**config.mk**
```make
export PLATFORM = sky130hd
export DESIGN_NAME = kmp_first_match_search
export DESIGN_NICKNAME = d
export VERILOG_FILES = /design/src/rtl/core/kfms_pkg.sv /design/src/rtl/core/kfms_cell.sv /design/src/rtl/core/kfms_builder.sv /design/src/rtl/core/kmp_first_match_search.sv
export SDC_FILE = /design/constraint.sdc
export NUM_CORES = 1
export LEC_CHECK = 0
export ABC_AREA = 1
export BUFFER_PORTS_ARGS = -buffer_cell sky130_fd_sc_hd__buf_2
export CAP_MARGIN = 20
export CORE_MARGIN = 8
export CORE_UTILIZATION = 30
export DETAILED_ROUTE_END_ITERATION = 16
export PLACE_DENSITY = 0.42
export SETUP_SLACK_MARGIN = 0.02
export SLEW_MARGIN = 0
export SYNTH_ARGS = -nofsm -noshare
export SYNTH_HDL_FRONTEND = slang
export SYNTH_SLANG_ARGS = --single-unit
```
**constraint.sdc**
```tcl
create_clock -name clk -period 17.4 [get_ports clk]
set_input_delay 5.22 -clock clk [delete_from_list [all_inputs] [get_ports clk]]
set_output_delay 5.22 -clock clk [all_outputs]
set_load 0.01 [all_outputs]
```
**src/rtl/core/kfms_pkg.sv**
```systemverilog
// ============================================================================
// kfms_pkg: shared types and constants for the KMP first-match search
// Payload structs, configuration register indexes, sizing constants.
// ============================================================================
`default_nettype none

package kfms_pkg;

    localparam int MAX_PATTERN_LEN = 16;
    localparam int TEXT_INDEX_BITS = 16;

    // pattern length field width, border row index width
    localparam int LEN_W = $clog2(MAX_PATTERN_LEN + 1);
    localparam int ROW_W = (MAX_PATTERN_LEN > 1) ? $clog2(MAX_PATTERN_LEN) : 1;

    // one border cell per pattern byte that can be compared during the build
    localparam int NUM_CELLS = MAX_PATTERN_LEN - 1;

    localparam int REG_W     = 64;
    localparam int PATTERN_W = 2 * REG_W;
    localparam int POS_W     = 16;
    localparam int START_W   = 16;

    localparam int CFG_INDEX_W = 2;
    localparam logic [CFG_INDEX_W-1:0] CFG_PATTERN_LOW  = 2'd0;
    localparam logic [CFG_INDEX_W-1:0] CFG_PATTERN_HIGH = 2'd1;
    localparam logic [CFG_INDEX_W-1:0] CFG_PATTERN_LEN  = 2'd2;
    localparam logic [CFG_INDEX_W-1:0] CFG_SEARCH_START = 2'd3;

    typedef struct packed {
        logic [7:0] text_byte;
        logic       first_byte;
        logic       last_byte;
    } text_item_t;

    typedef struct packed {
        logic             found;
        logic [POS_W-1:0] match_position;
        logic             index_overflow;
    } result_item_t;

    typedef struct packed {
        logic             busy;
        logic [ROW_W-1:0] row;
    } build_status_t;

endpackage

`default_nettype wire

```
**src/rtl/core/kfms_cell.sv**
```systemverilog
// ============================================================================
// kfms_cell: one cell of the border chain
// Holds one pattern byte and one border bit; the bit moves one cell to the
// right per build step when the held byte equals the broadcast byte.
// ============================================================================
`default_nettype none

module kfms_cell (
    input  logic       clk,
    input  logic       rst_n,
    input  logic       start,
    input  logic       step,
    input  logic [7:0] load_byte,
    input  logic [7:0] bcast_byte,
    input  logic       left_border,
    output logic       border,
    output logic [7:0] held_byte
);

    logic       border_reg;
    logic       border_next;
    logic [7:0] byte_reg;

    always_comb
    begin
        border_next = border_reg;
        if (start)
        begin
            border_next = 1'b0;
        end
        else if (step)
        begin
            border_next = left_border && (byte_reg == bcast_byte);
        end
    end

    always_ff @(posedge clk or negedge rst_n)
    begin
        if (!rst_n)
        begin
            border_reg <= 1'b0;
        end
        else
        begin
            border_reg <= border_next;
        end
    end

    always_ff @(posedge clk)
    begin
        if (start)
        begin
            byte_reg <= load_byte;
        end
    end

    assign border    = border_reg;
    assign held_byte = byte_reg;

endmodule

`default_nettype wire

```
**src/rtl/core/kfms_builder.sv**
```systemverilog
// ============================================================================
// kfms_builder: border row builder and row store
// A chain of cells produces, one row per cycle, the set of border lengths of
// each pattern prefix. Row j lists j and every length the failure walk from
// j visits. Rows are kept in a small register store read at one index.
// ============================================================================
`default_nettype none

module kfms_builder (
    input  logic                                clk,
    input  logic                                rst_n,
    input  logic                                start,
    input  logic [kfms_pkg::PATTERN_W-1:0]      pattern,
    input  logic [kfms_pkg::ROW_W-1:0]          rd_index,
    output logic [kfms_pkg::MAX_PATTERN_LEN-1:0] rd_row,
    output kfms_pkg::build_status_t             status
);

    localparam logic [kfms_pkg::ROW_W-1:0] LAST_ROW =
        kfms_pkg::ROW_W'(kfms_pkg::MAX_PATTERN_LEN - 1);

    logic                                busy_reg;
    logic                                busy_next;
    logic [kfms_pkg::ROW_W-1:0]          row_reg;
    logic [kfms_pkg::ROW_W-1:0]          row_next;
    logic                                step;
    logic [7:0]                          bcast_byte;
    logic [kfms_pkg::NUM_CELLS-1:0]      cell_border;
    logic [kfms_pkg::NUM_CELLS-1:0]      cell_left;
    logic [7:0]                          cell_byte [kfms_pkg::NUM_CELLS];
    logic [kfms_pkg::MAX_PATTERN_LEN-1:0] row_mem [kfms_pkg::MAX_PATTERN_LEN];

    // row r+1 compares every held byte against pattern byte r
    assign step       = busy_reg && (row_reg != LAST_ROW);
    assign bcast_byte = (row_reg != LAST_ROW) ? cell_byte[row_reg] : 8'h00;

    for (genvar k = 0; k < kfms_pkg::NUM_CELLS; k++)
    begin : g_cell
        if (k == 0)
        begin : g_head
            assign cell_left[k] = 1'b1;
        end
        else
        begin : g_body
            assign cell_left[k] = cell_border[k-1];
        end

        kfms_cell u_cell (
            .clk         (clk),
            .rst_n       (rst_n),
            .start       (start),
            .step        (step),
            .load_byte   (pattern[8*k +: 8]),
            .bcast_byte  (bcast_byte),
            .left_border (cell_left[k]),
            .border      (cell_border[k]),
            .held_byte   (cell_byte[k])
        );
    end

    always_comb
    begin
        busy_next = busy_reg;
        row_next  = row_reg;
        if (start)
        begin
            busy_next = 1'b1;
            row_next  = '0;
        end
        else if (busy_reg)
        begin
            if (row_reg == LAST_ROW)
            begin
                busy_next = 1'b0;
            end
            else
            begin
                row_next = row_reg + 1'b1;
            end
        end
    end

    always_ff @(posedge clk or negedge rst_n)
    begin
        if (!rst_n)
        begin
            busy_reg <= 1'b0;
            row_reg  <= '0;
        end
        else
        begin
            busy_reg <= busy_next;
            row_reg  <= row_next;
        end
    end

    // empty border is always present
    always_ff @(posedge clk)
    begin
        if (busy_reg)
        begin
            row_mem[row_reg] <= {cell_border, 1'b1};
        end
    end

    // row 0 is fixed, so the first byte of a text needs no built row
    assign rd_row = (rd_index == '0) ? kfms_pkg::MAX_PATTERN_LEN'(1) : row_mem[rd_index];

    assign status.busy = busy_reg;
    assign status.row  = row_reg;

endmodule

`default_nettype wire

```
**src/rtl/core/kmp_first_match_search.sv**
```systemverilog
// ============================================================================
// kmp_first_match_search: streaming first-match pattern search
// Knuth-Morris-Pratt search of a 1..16 byte pattern over a byte stream.
// ============================================================================
// One text byte is taken per cycle when text_stall is low. A first byte
// starts a build in the border cell chain (one prefix row per cycle); while
// it runs, a byte whose partial match has reached a row not yet built waits,
// which happens only right after a first byte. Each byte's whole failure
// walk is settled combinationally from its border row. The single result of
// a text appears on the result channel in the cycle after the byte that
// decides it, and the next byte is taken while that result waits, unless
// the result register is still held by a stall. No clearing pass.
`default_nettype none

module kmp_first_match_search (
    input  logic                              clk,
    input  logic                              rst_n,
    input  logic                              cfg_write,
    input  logic [kfms_pkg::CFG_INDEX_W-1:0]  cfg_index,
    input  logic [kfms_pkg::REG_W-1:0]        cfg_data,
    input  logic                              text_valid,
    output logic                              text_stall,
    input  kfms_pkg::text_item_t              text_item,
    output logic                              result_valid,
    input  logic                              result_stall,
    output kfms_pkg::result_item_t            result_item
);

    localparam int IDX_EXT_W = kfms_pkg::TEXT_INDEX_BITS + 1;

    logic [kfms_pkg::REG_W-1:0]           pattern_low_reg;
    logic [kfms_pkg::REG_W-1:0]           pattern_high_reg;
    logic [kfms_pkg::LEN_W-1:0]           pattern_length_reg;
    logic [kfms_pkg::START_W-1:0]         search_start_reg;

    logic [kfms_pkg::LEN_W-1:0]           matched_reg;
    logic [kfms_pkg::LEN_W-1:0]           matched_next;
    logic [kfms_pkg::TEXT_INDEX_BITS-1:0] index_reg;
    logic [kfms_pkg::TEXT_INDEX_BITS-1:0] index_next;
    logic                                 done_reg;
    logic                                 done_next;
    logic                                 overflow_reg;
    logic                                 overflow_next;
    logic                                 result_valid_reg;
    logic                                 result_valid_next;
    kfms_pkg::result_item_t               result_reg;
    kfms_pkg::result_item_t               result_next;

    logic [kfms_pkg::PATTERN_W-1:0]       pattern;
    logic [kfms_pkg::LEN_W-1:0]           len_use;
    logic                                 accept;
    logic                                 active;
    logic                                 build_wait;
    logic                                 out_blocked;

    logic [kfms_pkg::TEXT_INDEX_BITS-1:0] idx_cur;
    logic                                 ovf_cur;
    logic [kfms_pkg::LEN_W-1:0]           matched_base;
    logic [kfms_pkg::ROW_W-1:0]           walk_start;
    logic [kfms_pkg::MAX_PATTERN_LEN-1:0] walk_row;
    logic [kfms_pkg::MAX_PATTERN_LEN-1:0] byte_eq;
    logic [kfms_pkg::MAX_PATTERN_LEN-1:0] hits;
    logic [kfms_pkg::LEN_W-1:0]           matched_new;
    logic                                 in_range;
    logic                                 hit;
    logic [IDX_EXT_W-1:0]                 pos_sum;

    kfms_pkg::build_status_t              status;

    // ------------------------------------------------------------------
    // configuration registers
    // ------------------------------------------------------------------
    always_ff @(posedge clk or negedge rst_n)
    begin
        if (!rst_n)
        begin
            pattern_low_reg    <= '0;
            pattern_high_reg   <= '0;
            pattern_length_reg <= kfms_pkg::LEN_W'(1);
            search_start_reg   <= '0;
        end
        else if (cfg_write)
        begin
            unique case (cfg_index)
                kfms_pkg::CFG_PATTERN_LOW:  pattern_low_reg    <= cfg_data;
                kfms_pkg::CFG_PATTERN_HIGH: pattern_high_reg   <= cfg_data;
                kfms_pkg::CFG_PATTERN_LEN:  pattern_length_reg <= cfg_data[kfms_pkg::LEN_W-1:0];
                kfms_pkg::CFG_SEARCH_START: search_start_reg   <= cfg_data[kfms_pkg::START_W-1:0];
            endcase
        end
    end

    assign pattern = {pattern_high_reg, pattern_low_reg};

    always_comb
    begin
        if (pattern_length_reg == '0)
        begin
            len_use = kfms_pkg::LEN_W'(1);
        end
        else if (pattern_length_reg > kfms_pkg::LEN_W'(kfms_pkg::MAX_PATTERN_LEN))
        begin
            len_use = kfms_pkg::LEN_W'(kfms_pkg::MAX_PATTERN_LEN);
        end
        else
        begin
            len_use = pattern_length_reg;
        end
    end

    // ------------------------------------------------------------------
    // handshake
    // ------------------------------------------------------------------
    assign out_blocked = result_valid_reg && result_stall;
    // rows below status.row are stored; the walk never starts above matched_reg
    assign build_wait  = status.busy && !done_reg && (matched_reg != '0) &&
                         (matched_reg >= kfms_pkg::LEN_W'(status.row));
    assign text_stall  = out_blocked || build_wait;
    assign accept      = text_valid && !text_stall;
    assign active      = text_item.first_byte || !done_reg;

    kfms_builder u_builder (
        .clk      (clk),
        .rst_n    (rst_n),
        .start    (accept && text_item.first_byte),
        .pattern  (pattern),
        .rd_index (walk_start),
        .rd_row   (walk_row),
        .status   (status)
    );

    // ------------------------------------------------------------------
    // per-byte match step
    // ------------------------------------------------------------------
    always_comb
    begin
        if (text_item.first_byte)
        begin
            idx_cur      = '0;
            ovf_cur      = 1'b0;
            matched_base = '0;
        end
        else
        begin
            matched_base = matched_reg;
            ovf_cur      = overflow_reg;
            idx_cur      = index_reg;
            if (index_reg == {kfms_pkg::TEXT_INDEX_BITS{1'b1}})
            begin
                ovf_cur = 1'b1;
            end
            else
            begin
                idx_cur = index_reg + 1'b1;
            end
        end
    end

    assign in_range   = 32'(idx_cur) >= 32'(search_start_reg);
    // a count left at or above a shortened length restarts at zero
    assign walk_start = (matched_base >= len_use) ? '0 : kfms_pkg::ROW_W'(matched_base);

    always_comb
    begin
        for (int k = 0; k < kfms_pkg::MAX_PATTERN_LEN; k++)
        begin
            byte_eq[k] = (pattern[8*k +: 8] == text_item.text_byte);
        end
    end

    // longest candidate on the failure path whose next byte matches
    assign hits = walk_row & byte_eq;

    always_comb
    begin
        matched_new = '0;
        for (int k = 0; k < kfms_pkg::MAX_PATTERN_LEN; k++)
        begin
            if (hits[k])
            begin
                matched_new = kfms_pkg::LEN_W'(k + 1);
            end
        end
    end

    assign hit     = in_range && (matched_new == len_use);
    assign pos_sum = IDX_EXT_W'(idx_cur) + IDX_EXT_W'(1) - IDX_EXT_W'(len_use);

    always_comb
    begin
        matched_next      = matched_reg;
        index_next        = index_reg;
        done_next         = done_reg;
        overflow_next     = overflow_reg;
        result_valid_next = result_valid_reg && result_stall;
        result_next       = result_reg;
        if (accept && active)
        begin
            index_next    = idx_cur;
            overflow_next = ovf_cur;
            matched_next  = in_range ? matched_new : matched_base;
            done_next     = 1'b0;
            if (hit)
            begin
                done_next                  = 1'b1;
                result_valid_next          = 1'b1;
                result_next.found          = 1'b1;
                result_next.match_position = kfms_pkg::POS_W'(pos_sum);
                result_next.index_overflow = ovf_cur;
            end
            else if (text_item.last_byte)
            begin
                done_next                  = 1'b1;
                result_valid_next          = 1'b1;
                result_next.found          = 1'b0;
                result_next.match_position = '0;
                result_next.index_overflow = ovf_cur;
            end
        end
    end

    always_ff @(posedge clk or negedge rst_n)
    begin
        if (!rst_n)
        begin
            matched_reg      <= '0;
            index_reg        <= '0;
            done_reg         <= 1'b1;
            overflow_reg     <= 1'b0;
            result_valid_reg <= 1'b0;
        end
        else
        begin
            matched_reg      <= matched_next;
            index_reg        <= index_next;
            done_reg         <= done_next;
            overflow_reg     <= overflow_next;
            result_valid_reg <= result_valid_next;
        end
    end

    always_ff @(posedge clk)
    begin
        result_reg <= result_next;
    end

    assign result_valid = result_valid_reg;
    assign result_item  = result_reg;

`ifndef NO_ASSERTIONS
    a_result_from_request: assert property (@(posedge clk) disable iff (!rst_n)
        $rose(result_valid) |-> $past(text_valid && !text_stall))
        else $error("result appeared without an accepted request");

    a_build_on_first: assert property (@(posedge clk) disable iff (!rst_n)
        (text_valid && !text_stall && text_item.first_byte) |=>
            (status.busy && (status.row == '0)))
        else $error("first byte did not restart the border build");

    a_result_ends_search: assert property (@(posedge clk) disable iff (!rst_n)
        (text_valid && !text_stall && active && (hit || text_item.last_byte)) |=>
            (done_reg && result_valid))
        else $error("deciding byte did not close the search");

    a_matched_bound: assert property (@(posedge clk) disable iff (!rst_n)
        matched_reg <= kfms_pkg::LEN_W'(kfms_pkg::MAX_PATTERN_LEN))
        else $error("partial match count out of range");
`endif

endmodule

`default_nettype wire
```
==> metrics <==
Async SR Flop Fraction about 35%; Max Clock Freq 0.08905 GHz; initial antenna violation count 1; Slew Viols, Final 0; worst hold start search_start_reg[11]; clock period minus worst slack between 10 and 15 ns; via count between 15,000 and 20,000; Avg Inst Size Synth 10.11 µm²; Post-synth EDFFs ~370; IO buf count 100; final net count 2,873; Max Cap Viol 0; CTS Hold Bufs 0; cell accounting for the most synthesized area edfxtp_1; Rel. slew slack 27.73%; CTS Buffer Depth 3; Setup CP Type in2reg; synthesized net count ~2,800; Area after DPL 28,520 µm²; Top-Level Pins roughly 100; WHS Path Cells 2; Top reg by flops u_builder.row_mem; first-pass GRT wire length 126,900 µm; Seq/Total Area, Yosys between 50% and 60%; CP Data Required Time about 18 ns; Clock Sink Count between 500 and 600; Die ar. 99,160 µm²; Reg-to-Reg Start pattern_length_reg[4]; placer congestion estimate between 0.8 and 0.9; crit-path max FO 42; post-synth top area share between 40% and 50%; Peak VDD IR between 0.1 and 0.15 mV; DR pass1 iterations 5; Synth Instances 2,652; area delta synth->final 14.93%; postcts setup bufs 0; Synth Cell Area approximately 27,000 µm²; CTS tree built; Worst Hold Class reg2reg; Die Wd between 300 and 400 µm; reg2reg setup slack about 11 ns; Resized cells post-CTS 0; pin count of the biggest net entering global routing 90; main flop type after synthesis edfxtp_1; Synth cell types 56; vias in the first global route ~20,000; Final TNS setup 0 ns; endpoints failing hold 0; CP endpoint kind register; row count between 100 and 150; Chip Height about 310 µm; status complete, no violations; Worst R2R Path Depth 26; skew final between 0.02 and 0.03 ns; total global routing track utilization ~17%; unrepaired setup endpoints after global routing false; Yosys reg bits ~560; most frequent cell after synthesis nand2_1; pwr/cell area 160.6 nW/µm²; Largest register FFs approximately 230; grt ovf 0; Period Utilization, post-route 64.53%; Initial Util between 30% and 40%; slew of the pin with the lowest slew margin between 1 and 1.5 ns; Final Cell Area roughly 30,000 µm²; final setup fails 0; Clock Root Buffer clkbuf_16; Synth area leaders edfxtp_1, dfrtp_1, nand2_1, o21ai_0, xnor2_1; routed wire length 84,170 µm; Ys Warns 0; DRC viols 0; crit start category input port; detail-routed via count per cell around 4.9; CORE AREA 88,510 µm²; top cells by count, synth nand2_1, edfxtp_1, inv_1; initial DRC count roughly 1,500; post-route ant nets 0; CP Launch Point text_item[1]; Reg clk slew, reported paths ~0.06 ns; DP Wirelength between 50,000 and 60,000 µm; CTS Buf Count 70; Worst Path Arrival between 10 and 15 ns; H-Tree Depth 3; P_leak around 12 nW; wire length per cell around 21 µm; share of cells above drive strength 1 10.47%; worst-skew pair later-pin latency just over 0.6 ns
cells in the final DEF (no fill, tap or decap), types with 15 or more instances in the layout:
cell type / instances
nor3_1: 19
dfrtp_1: 191
buf_2: 99
edfxtp_1: 365
nand2_1: 573
buf_4: 43
nand3_1: 154
inv_1: 278
nor4_1: 15
xnor2_1: 121
o22ai_1: 22
clkbuf_1: 17
a21oi_1: 111
o221ai_1: 28
clkbuf_16: 75
nand4_1: 65
nor2_1: 80
o21ai_0: 253
ha_1: 49
xor2_1: 80
path summary, 6_finish.rpt:
path | to
worst min register to register | search_start_reg[11]
max in group asynchronous | pattern_low_reg[46]
worst max-delay path | result_item[6]
worst min-delay path | search_start_reg[11]
min in group asynchronous | pattern_low_reg[16]
worst max register to register | result_item[6]
logic make-up after synthesis:
family | count (synthesis) | share of synthesized area (%)
buf+inv | 411 | 6.270
simple gates | 949 | 15.57
flops | 558 | 58.93
mux | 1 | 0.03735
compound gates | 482 | 10.26
xor+xnor | 201 | 6.569
fa+ha+maj | 50 | 2.362
report_power, final:
group,switching (W),total [W],internal (W)
logic,0.00118,0.00169,0.000513
registers,0.000144,0.00183,0.00168
clock network,0.000576,0.00143,0.000856
total,0.00190,0.00495,0.00305
final cells by class:
cell class              count  area, µm²
fillers                  8914      57710
flip-flops and latches    558      15790
multi-input cells        1683       9369
clock buffers              97       2009
well taps                1165       1458
inverters                 286       1074
repair buffers            143      832.0
clock inverters            31      266.5
diodes                      1      2.502
critical path, cell delays in order:
cell	delay, ns
buf_2	0.21
nor2_4	0.86
inv_1	0.11
ha_1	0.32
inv_1	0.05
nand2_1	0.08
nand2_4	0.13
nand3_4	0.34
inv_2	0.49
buf_4	0.44
nand2_1	0.46
o221ai_1	0.31
nand2_1	0.08
nand4_1	0.15
nand2_1	0.09
nor2_1	0.16
nand2_1	0.07
nand2_1	0.07
nand2_1	0.07
xor2_1	0.17
nor2_1	0.11
o21ai_1	0.08
nor2_2	0.13
nand3_4	0.34
nand2_1	0.17
nand2_1	0.13
inv_1	0.53
through the flow:
stage	util, %	std cells	hold slack, ns	setup WS, ns	total power (W)
5_1_grt	34.80	3963	0.5057	5.676	0.005224
6_report	34.80	3964	0.4890	6.171	0.004948
4_1_cts	34.80	3963	0.4880	6.081	0.004997
2_1_floorplan	-	2652	0.4527	5.101	0.002952
3_3_place_gp	32.23	3835	0.4699	5.544	0.003526
3_5_place_dp	32.23	3835	0.4738	5.458	0.003537
routing by layer:
metal	vias to the layer above	track usage, %	share of wire, %	wire [µm]
met2	492	27.14	46	38640
met4	0	5.249	3.0	2488
met1	9418	23.11	47	39280
met5	-	0	0	0
li1	9263	-	-	-
met3	143	2.521	4.5	3762
No activity file was read; power rests on OpenSTA's default activity.
